<file path="config.mk">
export PLATFORM = sky130hd
export DESIGN_NAME = cfte_cell
export DESIGN_NICKNAME = d
export VERILOG_FILES = /design/src/cfte_pkg.sv /design/src/cfte_cell.sv
export SDC_FILE = /design/constraint.sdc
export NUM_CORES = 1
export LEC_CHECK = 0
export ABC_AREA = 1
export BUFFER_PORTS_ARGS = -buffer_cell sky130_fd_sc_hd__buf_2
export CORE_UTILIZATION = 50
export DETAILED_ROUTE_END_ITERATION = 16
export PLACE_DENSITY_LB_ADDON = 0.15
export SYNTH_ARGS = -nofsm -noshare
export SYNTH_HDL_FRONTEND = slang
export SYNTH_SLANG_ARGS = --single-unit
</file>
<file path="constraint.sdc">
create_clock -name clk_i -period 1.7 [get_ports clk_i]
set_clock_uncertainty 0.05 [all_clocks]
set_input_delay 0 -clock clk_i [delete_from_list [all_inputs] [get_ports clk_i]]
set_output_delay 0 -clock clk_i [all_outputs]
set_load 0.05 [all_outputs]
</file>
<file path="src/cfte_pkg.sv">
package cfte_pkg;

  // Table sizes.
  localparam int unsigned NUM_ENTRIES = 16;
  localparam int unsigned MAX_LEVELS  = 8;
  localparam int unsigned MAX_BINS    = 16;
  localparam int unsigned BIN_SLOTS   = MAX_BINS + 1;
  localparam int unsigned TALLY_DEPTH = NUM_ENTRIES * BIN_SLOTS;
  localparam int unsigned TALLY_AW    = $clog2(TALLY_DEPTH);

  // Command codes of an input item.
  typedef enum logic [2:0] {
    CMD_LOAD_ENTRY = 3'd0,
    CMD_LOAD_BOUND = 3'd1,
    CMD_LOAD_PART  = 3'd2,
    CMD_SCORE      = 3'd3,
    CMD_READ       = 3'd4
  } cmd_e;

  // Configuration register indexes.
  typedef enum logic [2:0] {
    REG_ENTRY_COUNT = 3'd0,
    REG_LEVELS      = 3'd1,
    REG_FILTER      = 3'd2,
    REG_MASK        = 3'd3,
    REG_BIN_COUNT   = 3'd4
  } reg_e;

  // Match controls shared by every entry cell.
  typedef struct packed {
    logic [3:0] levels;
    logic       filter;
    logic [7:0] mask;
    logic [3:0] path_len;
  } match_cfg_t;

  typedef logic [MAX_LEVELS-1:0][15:0] path_t;

endpackage

</file>
<file path="src/cfte_cell.sv">
module cfte_cell (
  input  logic                clk_i,
  input  logic [3:0]          index_i,
  input  logic                enable_i,
  input  logic                we_i,
  input  logic [2:0]          level_i,
  input  logic [15:0]         cell_id_i,
  input  cfte_pkg::match_cfg_t cfg_i,
  input  cfte_pkg::path_t     path_i,
  input  logic                found_i,
  input  logic [3:0]          idx_i,
  output logic                found_o,
  output logic [3:0]          idx_o
);

  cfte_pkg::path_t cells_q;
  logic            match;

  // Path of this entry, one cell id per level.
  always_ff @(posedge clk_i) begin
    if (we_i) begin
      cells_q[level_i] <= cell_id_i;
    end
  end

  // Compare the levels in use; the filter skips unmasked levels and path length.
  always_comb begin
    match = cfg_i.filter || (cfg_i.path_len == cfg_i.levels);
    for (int i = 0; i < cfte_pkg::MAX_LEVELS; i++) begin
      if ((4'(i) < cfg_i.levels) && (!cfg_i.filter || cfg_i.mask[i])
          && (cells_q[i] != path_i[i])) begin
        match = 1'b0;
      end
    end
  end

  // Pass the first match down the chain.
  assign found_o = found_i || (enable_i && match);
  assign idx_o   = found_i ? idx_i : index_i;

endmodule

</file>
==> flow_summary.html <==
<table>
<tr><th>Metric</th><th>Value</th></tr>
<tr><th colspan="2">Floorplanning</th></tr>
<tr><td>Placeable core region</td><td>12,100 sq um</td></tr>
<tr><td>Initial Util</td><td>between 50% and 60%</td></tr>
<tr><td>Horiz. Die Dim</td><td>around 110 um</td></tr>
<tr><td>DIE AREA</td><td>13,000 sq um</td></tr>
<tr><td>Top-level I/O count</td><td>181</td></tr>
<tr><td>Vert. Die Dim</td><td>between 100 and 150 um</td></tr>
<tr><td>Cell row count</td><td>40</td></tr>
<tr><th colspan="2">STA</th></tr>
<tr><td>Number of slew-limit violations in the final report</td><td>0</td></tr>
<tr><td>Setup TNS</td><td>-0.326 ns</td></tr>
<tr><td>Crit path setup slack, layout</td><td>-0.326 ns</td></tr>
<tr><td>Final worst hold slack</td><td>between 0.15 and 0.2 ns</td></tr>
<tr><td>Max_slew headroom</td><td>between 80 and 90%</td></tr>
<tr><td>Tightest Pin Transition</td><td>just under 0.3 ns</td></tr>
<tr><td>Final setup fails</td><td>1</td></tr>
<tr><td>Final Hold Viols</td><td>0</td></tr>
<tr><td>Share of the clock period used by the worst path</td><td>119%</td></tr>
<tr><td>Setup repair after global routing missed its margin</td><td>true</td></tr>
<tr><td>Achievable frequency</td><td>approximately 490 MHz</td></tr>
<tr><td>Final Critical Period</td><td>2.03 ns</td></tr>
<tr><th colspan="2">Critical path</th></tr>
<tr><td>Slowest cell on the critical path</td><td>sky130_fd_sc_hd__edfxtp_1</td></tr>
<tr><td>Count of buffering cells on the critical path with inverters included</td><td>1</td></tr>
<tr><td>Cell Chain, Critical Path</td><td>nand2_1 -&gt; nand2_1 -&gt; nor2_2 -&gt; nand2_1 -&gt; nor2_2 -&gt; nand2_1 -&gt; nand2_1 -&gt; nand2_1 -&gt; nor2_2 -&gt; nand3_2 -&gt; nand2_1 -&gt; buf_6</td></tr>
<tr><td>Setup crit end kind</td><td>primary output</td></tr>
<tr><td>Data required, critical path</td><td>1.65 ns</td></tr>
<tr><td>Largest delay contributor family on the critical path</td><td>simple AND/OR/NAND/NOR gates</td></tr>
<tr><td>Launching element type of the critical path</td><td>register</td></tr>
<tr><td>Critical path's largest stage delay</td><td>0.39 ns</td></tr>
<tr><td>Cell mode on critical path</td><td>sky130_fd_sc_hd__nand2_1</td></tr>
<tr><td>Crit Path Category</td><td>register to primary output</td></tr>
<tr><td>Arrival time worst endpoint</td><td>between 1.5 and 2 ns</td></tr>
<tr><td>Max FO, Critical Path</td><td>2</td></tr>
<tr><th colspan="2">GRT</th></tr>
<tr><td>GR Util All Layers</td><td>25.9%</td></tr>
<tr><td>Wire length of the first global-routing pass</td><td>around 24,000 um</td></tr>
<tr><td>Antenna violations before repair</td><td>3</td></tr>
<tr><td>Overall overflow remaining after global route</td><td>0</td></tr>
<tr><td>Vias in the first global route</td><td>a little over 5k</td></tr>
<tr><td>Largest net degree at the start of global routing</td><td>17</td></tr>
<tr><th colspan="2">Power and ir drop</th></tr>
<tr><td>Cell internal pwr</td><td>~6200 uW</td></tr>
<tr><td>Overall power of the completed layout</td><td>about 8000 uW</td></tr>
<tr><td>Total leakage power</td><td>between 0.003 and 0.004 uW</td></tr>
<tr><td>Clock network fraction of design power</td><td>a little over two fifths</td></tr>
<tr><td>Maximum ir drop on the vdd rail</td><td>about 0.7 mV</td></tr>
<tr><td>Proportion of power drawn by flip-flops and latches</td><td>approximately 46%</td></tr>
<tr><td>NetSw</td><td>1690 uW</td></tr>
<tr><td>Comb pwr share</td><td>between 10% and 20%</td></tr>
<tr><td>Total power per unit cell area</td><td>959 nW/um^2</td></tr>
<tr><td>Net switching fraction of the power</td><td>approximately 21%</td></tr>
<tr><th colspan="2">Clock network</th></tr>
<tr><td>Number of clock sinks</td><td>128</td></tr>
<tr><td>Number of buffers added for setup after CTS</td><td>0</td></tr>
<tr><td>CTS clk-pin slew, worst paths</td><td>about 0.050 ns</td></tr>
<tr><td>Maximum buffer depth of the clock tree</td><td>2</td></tr>
<tr><td>Cts bufs inserted</td><td>17</td></tr>
<tr><td>Root Driver</td><td>sky130_fd_sc_hd__clkbuf_16</td></tr>
<tr><td>Number of H-tree levels</td><td>4</td></tr>
<tr><td>CTS tree</td><td>done</td></tr>
<tr><th colspan="2">Cells and area</th></tr>
<tr><td>Most flops, register</td><td>cells_q</td></tr>
<tr><td>Largest registers ranked by flip-flop count</td><td>cells_q (128)</td></tr>
<tr><td>Largest register FFs</td><td>between 100 and 150</td></tr>
<tr><td>Synth-to-Final Area Change</td><td>31.3%</td></tr>
<tr><td>Seq. cell area</td><td>between 3000 and 4000 sq um</td></tr>
<tr><td>Count of nets after finishing</td><td>between 1k and 1.5k</td></tr>
<tr><td>Final instance area</td><td>8220 sq um</td></tr>
<tr><td>Fill cell total of the finished layout</td><td>953</td></tr>
<tr><td>Area of the multi-input gates</td><td>2040 sq um</td></tr>
<tr><td>Share of cells above drive strength 1</td><td>24.6%</td></tr>
<tr><th colspan="2">Yosys</th></tr>
<tr><td>Post-synthesis cell area</td><td>around 6300 sq um</td></tr>
<tr><td>Mapped Avg Cell Area</td><td>9.29 sq um</td></tr>
<tr><td>Largest area contributor in the synthesized netlist</td><td>sky130_fd_sc_hd__edfxtp_1</td></tr>
<tr><td>Number of nets in the synthesized netlist</td><td>850</td></tr>
<tr><td>Dominant cells by area after synthesis</td><td>sky130_fd_sc_hd__edfxtp_1 61%, sky130_fd_sc_hd__nand2_1 12%, sky130_fd_sc_hd__nor2_1 9.3%</td></tr>
<tr><td>Cells after synthesis</td><td>between 600 and 700</td></tr>
<tr><td>Seq cells post-synth</td><td>roughly 130</td></tr>
<tr><td>Sequential element share of the synthesized area</td><td>roughly three fifths</td></tr>
<tr><td>Post-synth EDFFs</td><td>128</td></tr>
<tr><td>Share of flip-flops with an asynchronous set or reset</td><td>0%</td></tr>
<tr><td>Main flop type after synthesis</td><td>sky130_fd_sc_hd__edfxtp_1</td></tr>
<tr><td>Number of distinct library cells after synthesis</td><td>16</td></tr>
<tr><td>Share of the synthesized area in the top cell type</td><td>61.4%</td></tr>
<tr><td>Yosys Warn Count</td><td>0</td></tr>
<tr><th colspan="2">Route</th></tr>
<tr><td>DRT antenna net count</td><td>0</td></tr>
<tr><td>Number of iterations in the first detailed-routing pass</td><td>5</td></tr>
<tr><td>Routed wire length</td><td>around 16,000 um</td></tr>
<tr><td>Iteration-0 DRC count of the detailed router</td><td>~250</td></tr>
<tr><td>Via-per-instance ratio</td><td>4.68</td></tr>
<tr><td>DRC violation count after routing</td><td>0</td></tr>
<tr><td>Routed WL per cell</td><td>about 14 um</td></tr>
<tr><td>Total via count after detailed routing</td><td>a little over 5k</td></tr>
<tr><th colspan="2">Min path</th></tr>
<tr><td>Number of cells traversed by the worst hold path</td><td>4</td></tr>
<tr><td>Min-Delay Endpoint</td><td>cells_q[81]$_DFFE_PP_</td></tr>
<tr><td>Type of the tightest min-delay check</td><td>input port to register</td></tr>
<tr><td>Start point of the worst min-delay path</td><td>level_i[2]</td></tr>
<tr><th colspan="2">Place</th></tr>
<tr><td>Placed wire-length estimate</td><td>roughly 12,000 um</td></tr>
<tr><td>Count of input and output buffers</td><td>180</td></tr>
<tr><td>Total placed instance area</td><td>between 7000 and 8000 sq um</td></tr>
<tr><td>Last weighted congestion value of the routability-driven placer</td><td>between 0.9 and 1</td></tr>
<tr><th colspan="2">Status</th></tr>
<tr><td>Status</td><td>complete, but fails checks</td></tr>
<tr><td>Failing checks</td><td>setup timing</td></tr>
<tr><th colspan="2">Job</th></tr>
<tr><td>Max-cap viol count</td><td>0</td></tr>
</table>
-- cell type report --
cell class | count | share of cell area, %
Sequential cell | 128 | 46.7
Tap cell | 168 | 2.56
Multi-Input combinational cell | 440 | 24.8
Clock buffer | 20 | 5.31
Inverter | 106 | 4.84
Antenna cell | 2 | 0.0609
Timing Repair Buffer | 210 | 14.3
Clock inverter | 9 | 1.45
-- Yosys cell counts (2+ instances only) --
library cell	number
sky130_fd_sc_hd__nand2_1	206
sky130_fd_sc_hd__nor2_1	155
sky130_fd_sc_hd__edfxtp_1	128
sky130_fd_sc_hd__inv_1	105
sky130_fd_sc_hd__xor2_1	50
sky130_fd_sc_hd__xnor2_1	18
sky130_fd_sc_hd__a21oi_1	2
sky130_fd_sc_hd__nand4_1	2
-- tightest hold or removal path: stages --
cell,delay (ns)
sky130_fd_sc_hd__buf_2,0.12
sky130_fd_sc_hd__nand2_1,0.08
sky130_fd_sc_hd__nor2_1,0.06
sky130_fd_sc_hd__buf_4,0.18
-- power by group through the flow --
stage / combinational (uW) / sequential (uW) / clock (uW)
floorplan: 358 / 3680 / 0
global route: 881 / 3640 / 3630
global placement: 725 / 3690 / 0
finish: 789 / 3630 / 3470
CTS: 787 / 3630 / 3490
detailed placement: 748 / 3690 / 0
-- cell families (layout without fill, tap and decap cells) --
logic type      Yosys count  in the layout  share of synthesized area [%]
simple gates            364            364                           21.9
flops                   128            128                           61.4
buf+inv                 106            345                           6.35
xor+xnor                 68             68                           9.51
compound gates            8              8                          0.859
other cells               0              2                              0
-- per-stage QoR --
stage / instances / setup WS (ns) / util [%]
detailed placement: 1036 / 0.0102 / 61.8
floorplan: 674 / 0.310 / -
global placement: 1036 / 0.0471 / 61.8
finish: 1083 / -0.326 / 67.9
CTS: 1081 / -0.355 / 67.8
global route: 1083 / -0.483 / 67.9
-- layer usage --
metal | track usage [%] | share of wire (%) | vias up
met5 | 0 | 0.083 | -
met4 | 10.4 | 2.5 | 2
met3 | 5.79 | 5.5 | 33
met2 | 45.2 | 50 | 166
met1 | 31.1 | 42 | 2324
li1 | - | - | 2539
-- cell usage in the layout (no fill, tap or decap), drive strengths merged --
cell type | netlist | final
nand3 | 1 | 1
clkinv | 1 | 7
xor2 | 50 | 50
nand2 | 206 | 206
dlygate4sd3 | 0 | 16
diode | 0 | 2
a211oi | 1 | 1
buf | 0 | 194
o22ai | 1 | 1
a21boi | 1 | 1
nor2 | 155 | 155
xnor2 | 18 | 18
clkbuf | 0 | 20
nand4 | 2 | 2
edfxtp | 128 | 128
o21bai | 1 | 1
a21oi | 2 | 2
bufinv | 0 | 3
o32a | 1 | 1
inv | 105 | 105
o21ai | 1 | 1
-- repair_timing --
| action | 4_1_cts | 5_1_grt |
|---|---|---|
| hold buffers | 16 | 0 |
| pin swaps | 0 | 9 |
| gates resized for setup | 4 | 4 |
| hold endpoints to repair | 128 | 0 |
| setup endpoints to repair | 1 | 1 |
-- worst max path at each step --
stage	start	to	slack, ns	depth (start not counted)
after floorplan	cells_q[126]$_DFFE_PP_	found_o	0.31	11
after global placement	cells_q[57]$_DFFE_PP_	found_o	0.05	12
after detailed placement	cells_q[126]$_DFFE_PP_	found_o	0.01	12
after CTS	cells_q[117]$_DFFE_PP_	found_o	-0.35	12
after global routing	cells_q[61]$_DFFE_PP_	found_o	-0.48	12
final	cells_q[123]$_DFFE_PP_	found_o	-0.33	12
Note: power is estimated with default switching activity, not from simulation.
